<file path="config.mk">
export PLATFORM = sky130hd
export DESIGN_NAME = tfwc_build
export DESIGN_NICKNAME = d
export VERILOG_FILES = /design/src/tfwc_pkg.sv /design/src/tfwc_build.sv
export SDC_FILE = /design/constraint.sdc
export NUM_CORES = 1
export LEC_CHECK = 0
export ABC_AREA = 1
export BUFFER_PORTS_ARGS = -buffer_cell sky130_fd_sc_hd__buf_2
export CAP_MARGIN = 25
export CELL_PAD_IN_SITES_DETAIL_PLACEMENT = 0
export CELL_PAD_IN_SITES_GLOBAL_PLACEMENT = 1
export CORE_MARGIN = 1.5
export CORE_UTILIZATION = 25
export DETAILED_ROUTE_END_ITERATION = 7
export PLACE_DENSITY = 0.51
export SYNTH_ARGS = -nofsm -noshare
export SYNTH_HDL_FRONTEND = slang
export SYNTH_SLANG_ARGS = --single-unit
</file>
<file path="constraint.sdc">
create_clock -name clk -period 9.89 [get_ports clk]
set_input_delay 0.4945 -clock clk [delete_from_list [all_inputs] [get_ports clk]]
set_output_delay 0.4945 -clock clk [all_outputs]
set_load 0.01 [all_outputs]
</file>
<file path="src/tfwc_pkg.sv">
// shared types and constants for the table feedback word cipher
package tfwc_pkg;

    localparam int WordW      = 32;
    localparam int AddrW      = 9;
    localparam int TableDepth = 257;
    localparam int NumRegs    = 8;
    localparam int RegIdxW    = 3;

    typedef enum logic [1:0] {
        CMD_BUILD   = 2'd0,
        CMD_ENCRYPT = 2'd1,
        CMD_DECRYPT = 2'd2
    } cmd_t;

    localparam logic [RegIdxW-1:0] REG_TABLE_KEY_0  = 3'd0;
    localparam logic [RegIdxW-1:0] REG_CHAIN_SEED_0 = 3'd4;

    localparam logic [WordW-1:0] LOW24    = 32'h00ffffff;
    localparam logic [WordW-1:0] ACC_MASK = 32'hff7fffff;
    localparam logic [WordW-1:0] Z_SET    = 32'h01000001;

    localparam logic [7:0]       P_ACC_SRC  = 8'd33;
    localparam logic [7:0]       P_Z_SRC    = 8'd59;
    localparam logic [7:0]       MIX_COUNT  = 8'd23;
    localparam logic [7:0]       FILL_SEEDS = 8'd4;
    localparam logic [AddrW-1:0] MIX_OFFSET = 9'd89;
    localparam logic [AddrW-1:0] LAST_ENTRY = 9'd256;

    localparam logic [WordW-1:0] FILL_CONSTS [8] = '{
        32'h726a8f3b, 32'he69a3b5c, 32'hd3c71fe5, 32'hab3c73d2,
        32'h4d3a8eb3, 32'h0396d6e8, 32'h3d4c2f7a, 32'h9ee27cf3
    };

    typedef struct packed {
        logic [1:0]       command;
        logic [WordW-1:0] word_in;
        logic             first_word;
    } item_t;

    typedef struct packed {
        logic [WordW-1:0] word_out;
        logic [WordW-1:0] chain_a;
        logic [WordW-1:0] chain_b;
        logic [WordW-1:0] chain_c;
        logic [WordW-1:0] chain_d;
        logic             not_ready;
    } result_t;

    typedef struct packed {
        logic [AddrW-1:0] rd_addr_a;
        logic [AddrW-1:0] rd_addr_b;
        logic             wr_en;
        logic [AddrW-1:0] wr_addr;
        logic [WordW-1:0] wr_data;
    } mem_req_t;

    typedef struct packed {
        logic busy;
        logic done;
    } build_status_t;

endpackage

</file>
<file path="src/tfwc_build.sv">
// table build sequencer: fill, mix and top-byte pass, tail write, permutation pass
module tfwc_build (
    input  logic                                 clk,
    input  logic                                 rst_n,
    input  logic                                 start,
    input  logic [3:0][tfwc_pkg::WordW-1:0]      keys,
    input  logic [tfwc_pkg::WordW-1:0]           rd_a,
    input  logic [tfwc_pkg::WordW-1:0]           rd_b,
    output tfwc_pkg::mem_req_t                   req,
    output tfwc_pkg::build_status_t              status
);
    import tfwc_pkg::*;

    typedef enum logic [8:0] {
        B_IDLE     = 9'b000000001,
        B_FILL     = 9'b000000010,
        B_MIX_RD   = 9'b000000100,
        B_MIX_WR   = 9'b000001000,
        B_TAIL     = 9'b000010000,
        B_PERM_RD0 = 9'b000100000,
        B_PERM_RD1 = 9'b001000000,
        B_PERM_WR0 = 9'b010000000,
        B_PERM_WR1 = 9'b100000000
    } bstate_t;

    bstate_t          state_reg, state_next;
    logic [7:0]       p_reg, p_next;
    logic [7:0]       y_reg, y_next;
    logic [3:0][WordW-1:0] win_reg, win_next;
    logic [WordW-1:0] acc_reg, acc_next;
    logic [WordW-1:0] z_reg, z_next;
    logic [WordW-1:0] t0_reg, t0_next;
    logic [WordW-1:0] tp1_reg, tp1_next;

    logic [WordW-1:0] fill_sum, fill_word, mix_word, acc_step, top_word;
    logic [7:0]       y_new;
    logic             mix_hit, p_last;

    assign fill_sum  = win_reg[0] + win_reg[3];
    assign fill_word = (p_reg < FILL_SEEDS) ? keys[p_reg[1:0]]
                     : ((fill_sum >> 3) ^ FILL_CONSTS[fill_sum[2:0]]);
    assign mix_hit   = p_reg < MIX_COUNT;
    assign mix_word  = rd_a + (mix_hit ? rd_b : '0);
    assign acc_step  = (acc_reg & ACC_MASK) + z_reg;
    assign top_word  = (mix_word & LOW24) ^ acc_step;
    assign y_new     = rd_a[7:0] ^ y_reg;
    assign p_last    = p_reg == 8'hff;

    assign status.busy = state_reg != B_IDLE;
    assign status.done = (state_reg == B_PERM_WR1) && p_last;

    always_comb
    begin
        state_next = state_reg;
        p_next     = p_reg;
        y_next     = y_reg;
        win_next   = win_reg;
        acc_next   = acc_reg;
        z_next     = z_reg;
        t0_next    = t0_reg;
        tp1_next   = tp1_reg;

        req.rd_addr_a = {1'b0, p_reg};
        req.rd_addr_b = mix_hit ? ({1'b0, p_reg} + MIX_OFFSET) : {1'b0, p_reg};
        req.wr_en     = 1'b0;
        req.wr_addr   = {1'b0, p_reg};
        req.wr_data   = fill_word;

        unique case (state_reg)
            B_IDLE:
            begin
                if (start)
                begin
                    p_next     = '0;
                    state_next = B_FILL;
                end
            end
            B_FILL:
            begin
                req.wr_en = 1'b1;
                win_next  = {fill_word, win_reg[3], win_reg[2], win_reg[1]};
                if (p_reg == P_ACC_SRC)
                begin
                    acc_next = fill_word;
                end
                if (p_reg == P_Z_SRC)
                begin
                    z_next = (fill_word | Z_SET) & ACC_MASK;
                end
                p_next = p_reg + 8'd1;
                if (p_last)
                begin
                    state_next = B_MIX_RD;
                end
            end
            B_MIX_RD:
            begin
                state_next = B_MIX_WR;
            end
            B_MIX_WR:
            begin
                req.wr_en   = 1'b1;
                req.wr_data = top_word;
                acc_next    = acc_step;
                if (p_reg == 8'd0)
                begin
                    t0_next = top_word;
                end
                p_next     = p_reg + 8'd1;
                state_next = p_last ? B_TAIL : B_MIX_RD;
            end
            B_TAIL:
            begin
                req.wr_en   = 1'b1;
                req.wr_addr = LAST_ENTRY;
                req.wr_data = t0_reg;
                y_next      = acc_reg[7:0];
                p_next      = '0;
                state_next  = B_PERM_RD0;
            end
            B_PERM_RD0:
            begin
                req.rd_addr_a = {1'b0, p_reg ^ y_reg};
                state_next    = B_PERM_RD1;
            end
            B_PERM_RD1:
            begin
                y_next        = y_new;
                req.rd_addr_a = {1'b0, y_new};
                req.rd_addr_b = {1'b0, p_reg} + 9'd1;
                state_next    = B_PERM_WR0;
            end
            B_PERM_WR0:
            begin
                req.wr_en   = 1'b1;
                req.wr_data = rd_a;
                tp1_next    = rd_b;
                state_next  = B_PERM_WR1;
            end
            B_PERM_WR1:
            begin
                req.wr_en   = 1'b1;
                req.wr_addr = {1'b0, y_reg};
                req.wr_data = tp1_reg;
                p_next      = p_reg + 8'd1;
                state_next  = p_last ? B_IDLE : B_PERM_RD0;
            end
            default:
            begin
                state_next = B_IDLE;
            end
        endcase
    end

    always_ff @(posedge clk or negedge rst_n)
    begin
        if (!rst_n)
        begin
            state_reg <= B_IDLE;
            p_reg     <= '0;
        end
        else
        begin
            state_reg <= state_next;
            p_reg     <= p_next;
        end
    end

    always_ff @(posedge clk)
    begin
        y_reg   <= y_next;
        win_reg <= win_next;
        acc_reg <= acc_next;
        z_reg   <= z_next;
        t0_reg  <= t0_next;
        tp1_reg <= tp1_next;
    end

endmodule
</file>
# Word-level counts from Yosys, hierarchy flattened
# Memories as Yosys holds them, arrays and structs flattened.
# Index checks and enable logic that the tools add are counted.
[op_classes]
eq_ne = 16
bitwise_logic = 5
add_sub_neg = 6
n_lt_le_gt_ge = 4
mux = 22
reduce_logical = 12
[ops]
columns = ["operator", "count"]
rows = [
  ["$mux W32", 5],
  ["$pmux W32 S4", 1],
  ["$pmux W9 S9", 1],
  ["$add A32 B32 Y32", 2],
  ["$bmux W32 S2", 1],
  ["$pmux W32 S2", 1],
  ["$mux W9", 4],
  ["$pmux W8 S2", 2],
  ["$xor A24 B32 Y32", 1],
  ["$xor A29 B32 Y32", 1],
  ["$add A24 B24 Y24", 1],
  ["$mux W24", 1],
  ["$pmux W8 S3", 1],
  ["$pmux W9 S2", 1],
  ["$eq A8 B6 Y1 const B", 2],
  ["$xor A8 B8 Y8", 2],
  ["$reduce_and A2 Y1", 5],
  ["$add A8 B1 Y9 const B", 1],
  ["$add A8 B7 Y9 const B", 1],
  ["$eq A9 B1 Y1 const B", 1],
  ["$eq A9 B2 Y1 const B", 1],
  ["$eq A9 B3 Y1 const B", 1],
  ["$eq A9 B4 Y1 const B", 1],
  ["$eq A9 B5 Y1 const B", 1],
  ["other kinds (23)", 26],
]
[totals]
output_inout_bits = 62
input_bits = 195
rom_bits = 256
mem_count = 1
reg_bits = 278
[mem_list]
columns = ["memory", "words", "word_bits", "read_ports", "rd_ports_with_merged_regs", "wr", "line_no", "rtl"]
rows = [
  ["(no name shown)", 8, 32, 1, 0, 0, "tfwc_build.sv:41", ": ((fill_sum >> 3) ^ FILL_CONSTS[fill_sum[2:0]]);"],
]

# Depth between registers and ports, before layout
[logic_depth]
ltp_word = 9
mapped_depth = 24

# Worst setup path after synthesis
# Ideal clock, no wire load.
[synth_timing]
path_type = "register to register"
startpoint = "reg state_reg[5]"
endpoint = "reg state_reg[0]"
stages_incl_launch_ff = 12
setup_ps = 73
slack_ps = 5641
arrival_time_ps = 4175
required_time_ps = 9817
path_cell_list = "dfrtp_1 > nor2_1 > nand3_1 > inv_1 > nand2_1 > inv_1 > nand2_1 > inv_1 > nand2_1 > o21ai_0 > nor2_1 > a21boi_1"
[synth_between]
elab_chain_cells = 3
elab_cells_between_ends = 13
classes_between = "11 x eq/ne; 1 x mux; 1 x reduce/logical"
[synth_rtl]
columns = ["item", "line_no", "rtl"]
rows = [
  ["from (decl)", "tfwc_build.sv:26", "bstate_t state_reg, state_next;"],
  ["from (signal assigned)", "tfwc_build.sv:164", "state_reg <= state_next;"],
  ["$eq A9 B2 Y1 or $eq A9 B1 Y1 (tied branches)", "tfwc_build.sv:69", "unique case (state_reg)"],
  ["$ne A2 B2 Y1 (no source line)", "n/a", ""],
  ["$reduce_and A2 Y1 (no source line)", "n/a", ""],
]
# Parallel ways exist; a longest one is shown, timed or not.
# A chain may end at the register's enable or synchronous reset.

==> results.toml <==
[synthesis]
synth-edff-count = 260
syn_nets = 2702
ys_warn_count = 0
ys_types = 53
synth_area_um2 = 18800
ys_ff_latch = 277
async_reset_ff_frac = 0.0614
avgSynthCellArea_um2 = 7.79
ys.flop_type = "edfxtp_1"
postSynthCellCount = 2413
seq_area_frac_synth = 0.438

[finish]
layout-drive-gt1-share = 0.138
largest_reg_flops = 128
layout.nets = 2958
area_growth_pct = 19.4
final_core_util = 0.302

[sta]
fin_setup_tns_ps = 0
setup_viol = 0
setup_ws_ps = 4650
max_freq_mhz = 191
min_period_ps = 5240
slew_viol_final = 0
tightest_slew_ps = 1030
relSlewSlack = 0.305
rsz0062_at_grt = "false"
hold_ws_ps = 121
hold_violations = 0
fin_worst_skew_ps = 24.5
fin_crit_sh = 0.530

[clock_tree]
cts_inserted_buffers = 38
postCtsSetupBuffers = 0
cts_tree = "yes"
clock-root-buffer = "clkbuf_16"
clock_latency_ps = 560
clk_pin_slew_ps = 60
clkSinkCount = 277
clockBufferDepth = 3
cts_resized = 0
h-tree-depth = 2

[detailed_routing]
drtIter0Drc = 1004
viasPerCell = 4.63
drcViolationCount = 0
drt_wl_total_mm = 73.8
wl_per_cell_um = 20.1
final_antenna_net_count = 0
vias = 17000
first_pass_iters = 5

[floorplanning]
row_count = 100
die_x_um = 277
dieArea_um2 = 76900
core-area_um2 = 74400
ios = 257
die_y_um = 277
start_util = 0.253

[global_route]
grt_pass1_wl_mm = 110
grt_max_degree = 73
grt_pass1_vias = 17400
grt_overflow = 0
grt_antenna_before_repair = 3
grt_usage = 0.191

[worst_setup_path]
crit_chain = "buf_4, ha_1, a21oi_1, nand2_1, nand2_1, inv_1, nor2_1, ha_1, fa_1, nand2_1, nand3_1, nand3_1, nand2_1, nand2_1, nand3_1, nand2_1, nand2_1, nand2_1, nand3_1, nand2_1, nand2_1, inv_1, buf_2"
critical_path_arrival_ps = 4740
worst_r2r_startpoint = "p_reg[1]"
slowest_stage = "inv_1"
end_kind = "output pin"
crit_buf_inv = 4
cp_top_family = "simple AND/OR/NAND/NOR gates"
cp-start-kind = "register"
critPathKind = "register to output pin"
r2r_end = "t0_reg[12]"
rr_worst_depth = 19
crit_required_ps = 9400
crit_fanout = 35
rrSetupSlack_ps = 5760
cp_slowest_stage_delay_ps = 670
crit_top_cell = "nand2_1"

[hold_path]
min_path_cells = 1
hold_path.class = "input pin to register"
holdCritStartpoint = "rd_b[7]"
hold_end = "tp1_reg[7]"

[placed_design]
port_buffers = 255
routabilityCongestion = 0.864
dp_hpwl_mm = 58.4
pre_cts_slack_ps = 5180

[run]
cap_violations = 0

[pwr]
power.leakage_nw = 10.4
power.density_nw_per_um2 = 287
ir_worst_vdd_mv = 0.128

[outcome]
outcome = "complete, no violations"
## area by class of cell
cell class / instances / area (um2)
inverter: 321 / 1210
timing repair buffer: 271 / 1400
clock inverter: 21 / 262
sequential: 277 / 8240
clock buffer: 48 / 1010
antenna: 3 / 7.51
tap: 969 / 1210
multi-input combinational: 1760 / 9120
fill: 8066 / 52000
## how the worst max path moves through the flow
stage | from | end | slack (ps) | cells after the start
2_1_floorplan | state_reg[5] | state_reg[0] | 5640 | 11
3_3_place_gp | p_reg[1] | req[22] | 5250 | 23
3_5_place_dp | p_reg[1] | req[22] | 5180 | 23
4_1_cts | p_reg[1] | req[22] | 4570 | 23
5_1_grt | p_reg[1] | req[16] | 4120 | 24
6_report | p_reg[1] | req[22] | 4650 | 23
## logic make-up after synthesis
family,after synthesis,share of synthesized area
buffers and inverters,376,0.0786
XOR/XNOR,97,0.0452
adder cells (fa/ha/maj),94,0.0641
AO/OA/AOI/OAI,328,0.101
flip-flops,277,0.438
AND/OR/NAND/NOR,1240,0.273
other,1,0.000199
## worst reg2reg max path: stages (launching register included)
cell and delay [ps]:
dfrtp_1 320, buf_4 390, ha_1 290, a21oi_1 80
nand2_1 110, nand2_1 150, inv_1 670, nor2_1 90
ha_1 260, fa_1 420, nand2_1 90, nand3_1 90
and2_1 200, nand2_1 70, nand2_1 120, nand2_1 120
nand2_1 60, nand2_1 90, nand3_1 100, and2_1 200
## cell usage after synthesis, types with 4 or more instances
library cell,n,area [um2]
fa_1,4,80.1
and2_1,21,131
o21ai_0,131,656
nor2_1,232,871
edfxtp_1,260,7810
buf_4,5,37.5
xor2_1,54,473
or2_2,4,25.0
o21ai_1,4,20.0
a21oi_1,89,445
xnor2_1,43,377
nand3b_1,13,97.6
nand2_2,8,50.1
o221ai_1,12,105
nand2_1,771,2890
nor3_1,15,75.1
o21bai_1,7,52.6
o22ai_1,37,231
a211oi_1,6,45.0
inv_2,6,22.5
ha_1,90,1130
nand3_1,130,651
buf_2,18,90.1
clkbuf_1,27,101
a22o_1,11,96.3
dfrtp_1,16,400
nor2_2,5,31.3
nand4_1,28,175
a31oi_1,8,50.1
a221oi_1,8,70.1
inv_1,314,1180
## per-layer routing
metal / vias up / global-route usage / wire, um / share of wire
li1: 8483 / - / - / -
met4: 0 / 0.0611 / 2120 / 0.029
met2: 401 / 0.311 / 33500 / 0.45
met5: - / 0 / 0 / 0
met1: 8039 / 0.258 / 34800 / 0.47
met3: 82 / 0.0282 / 3380 / 0.046
## cell usage in the layout (no fill, tap or decap), types with 4 or more instances in the layout
cell type / netlist / layout
clkinv_2: 0 / 7
xor2_1: 54 / 54
bufinv_16: 0 / 6
a221oi_1: 8 / 8
nand4_1: 28 / 28
clkbuf_1: 27 / 9
inv_2: 6 / 8
xnor2_1: 43 / 43
nor3_1: 15 / 14
o22ai_1: 37 / 37
nand2_1: 771 / 771
inv_1: 314 / 311
o21ai_1: 4 / 4
clkinv_1: 0 / 4
buf_2: 18 / 255
and2_1: 21 / 21
nand3_1: 130 / 130
nand3b_1: 13 / 13
nor2_1: 232 / 231
clkbuf_16: 0 / 39
buf_4: 5 / 15
ha_1: 90 / 90
a22o_1: 11 / 11
or2_2: 4 / 4
nand2_2: 8 / 8
o221ai_1: 12 / 12
a31oi_1: 8 / 8
nor2_2: 5 / 4
edfxtp_1: 260 / 260
fa_1: 4 / 4
o21bai_1: 7 / 7
a211oi_1: 6 / 6
dfrtp_1: 16 / 15
a21oi_1: 89 / 88
o21ai_0: 131 / 131
nor2_4: 2 / 4
## report_power, final
group	total, mW	switching [mW]	internal, mW
clock	1.43	0.551	0.880
combinational	3.24	2.28	0.962
sequential	1.78	0.0931	1.69
total	6.45	2.92	3.53
## repair_timing
item | CTS | global route
hold buffers | 1 | 0
setup endpoints to repair | 0 | 0
hold endpoints to repair | 16 | 0
## per-stage QoR
step	instances	cell area [um2]	power (mW)
floorplan	2413	18800	3.81
global placement	3597	21200	5.07
detailed placement	3597	21200	5.07
CTS	3667	22500	6.55
global route	3668	22500	6.94
finish	3670	22500	6.45
No activity file was read; power rests on OpenSTA's default activity.
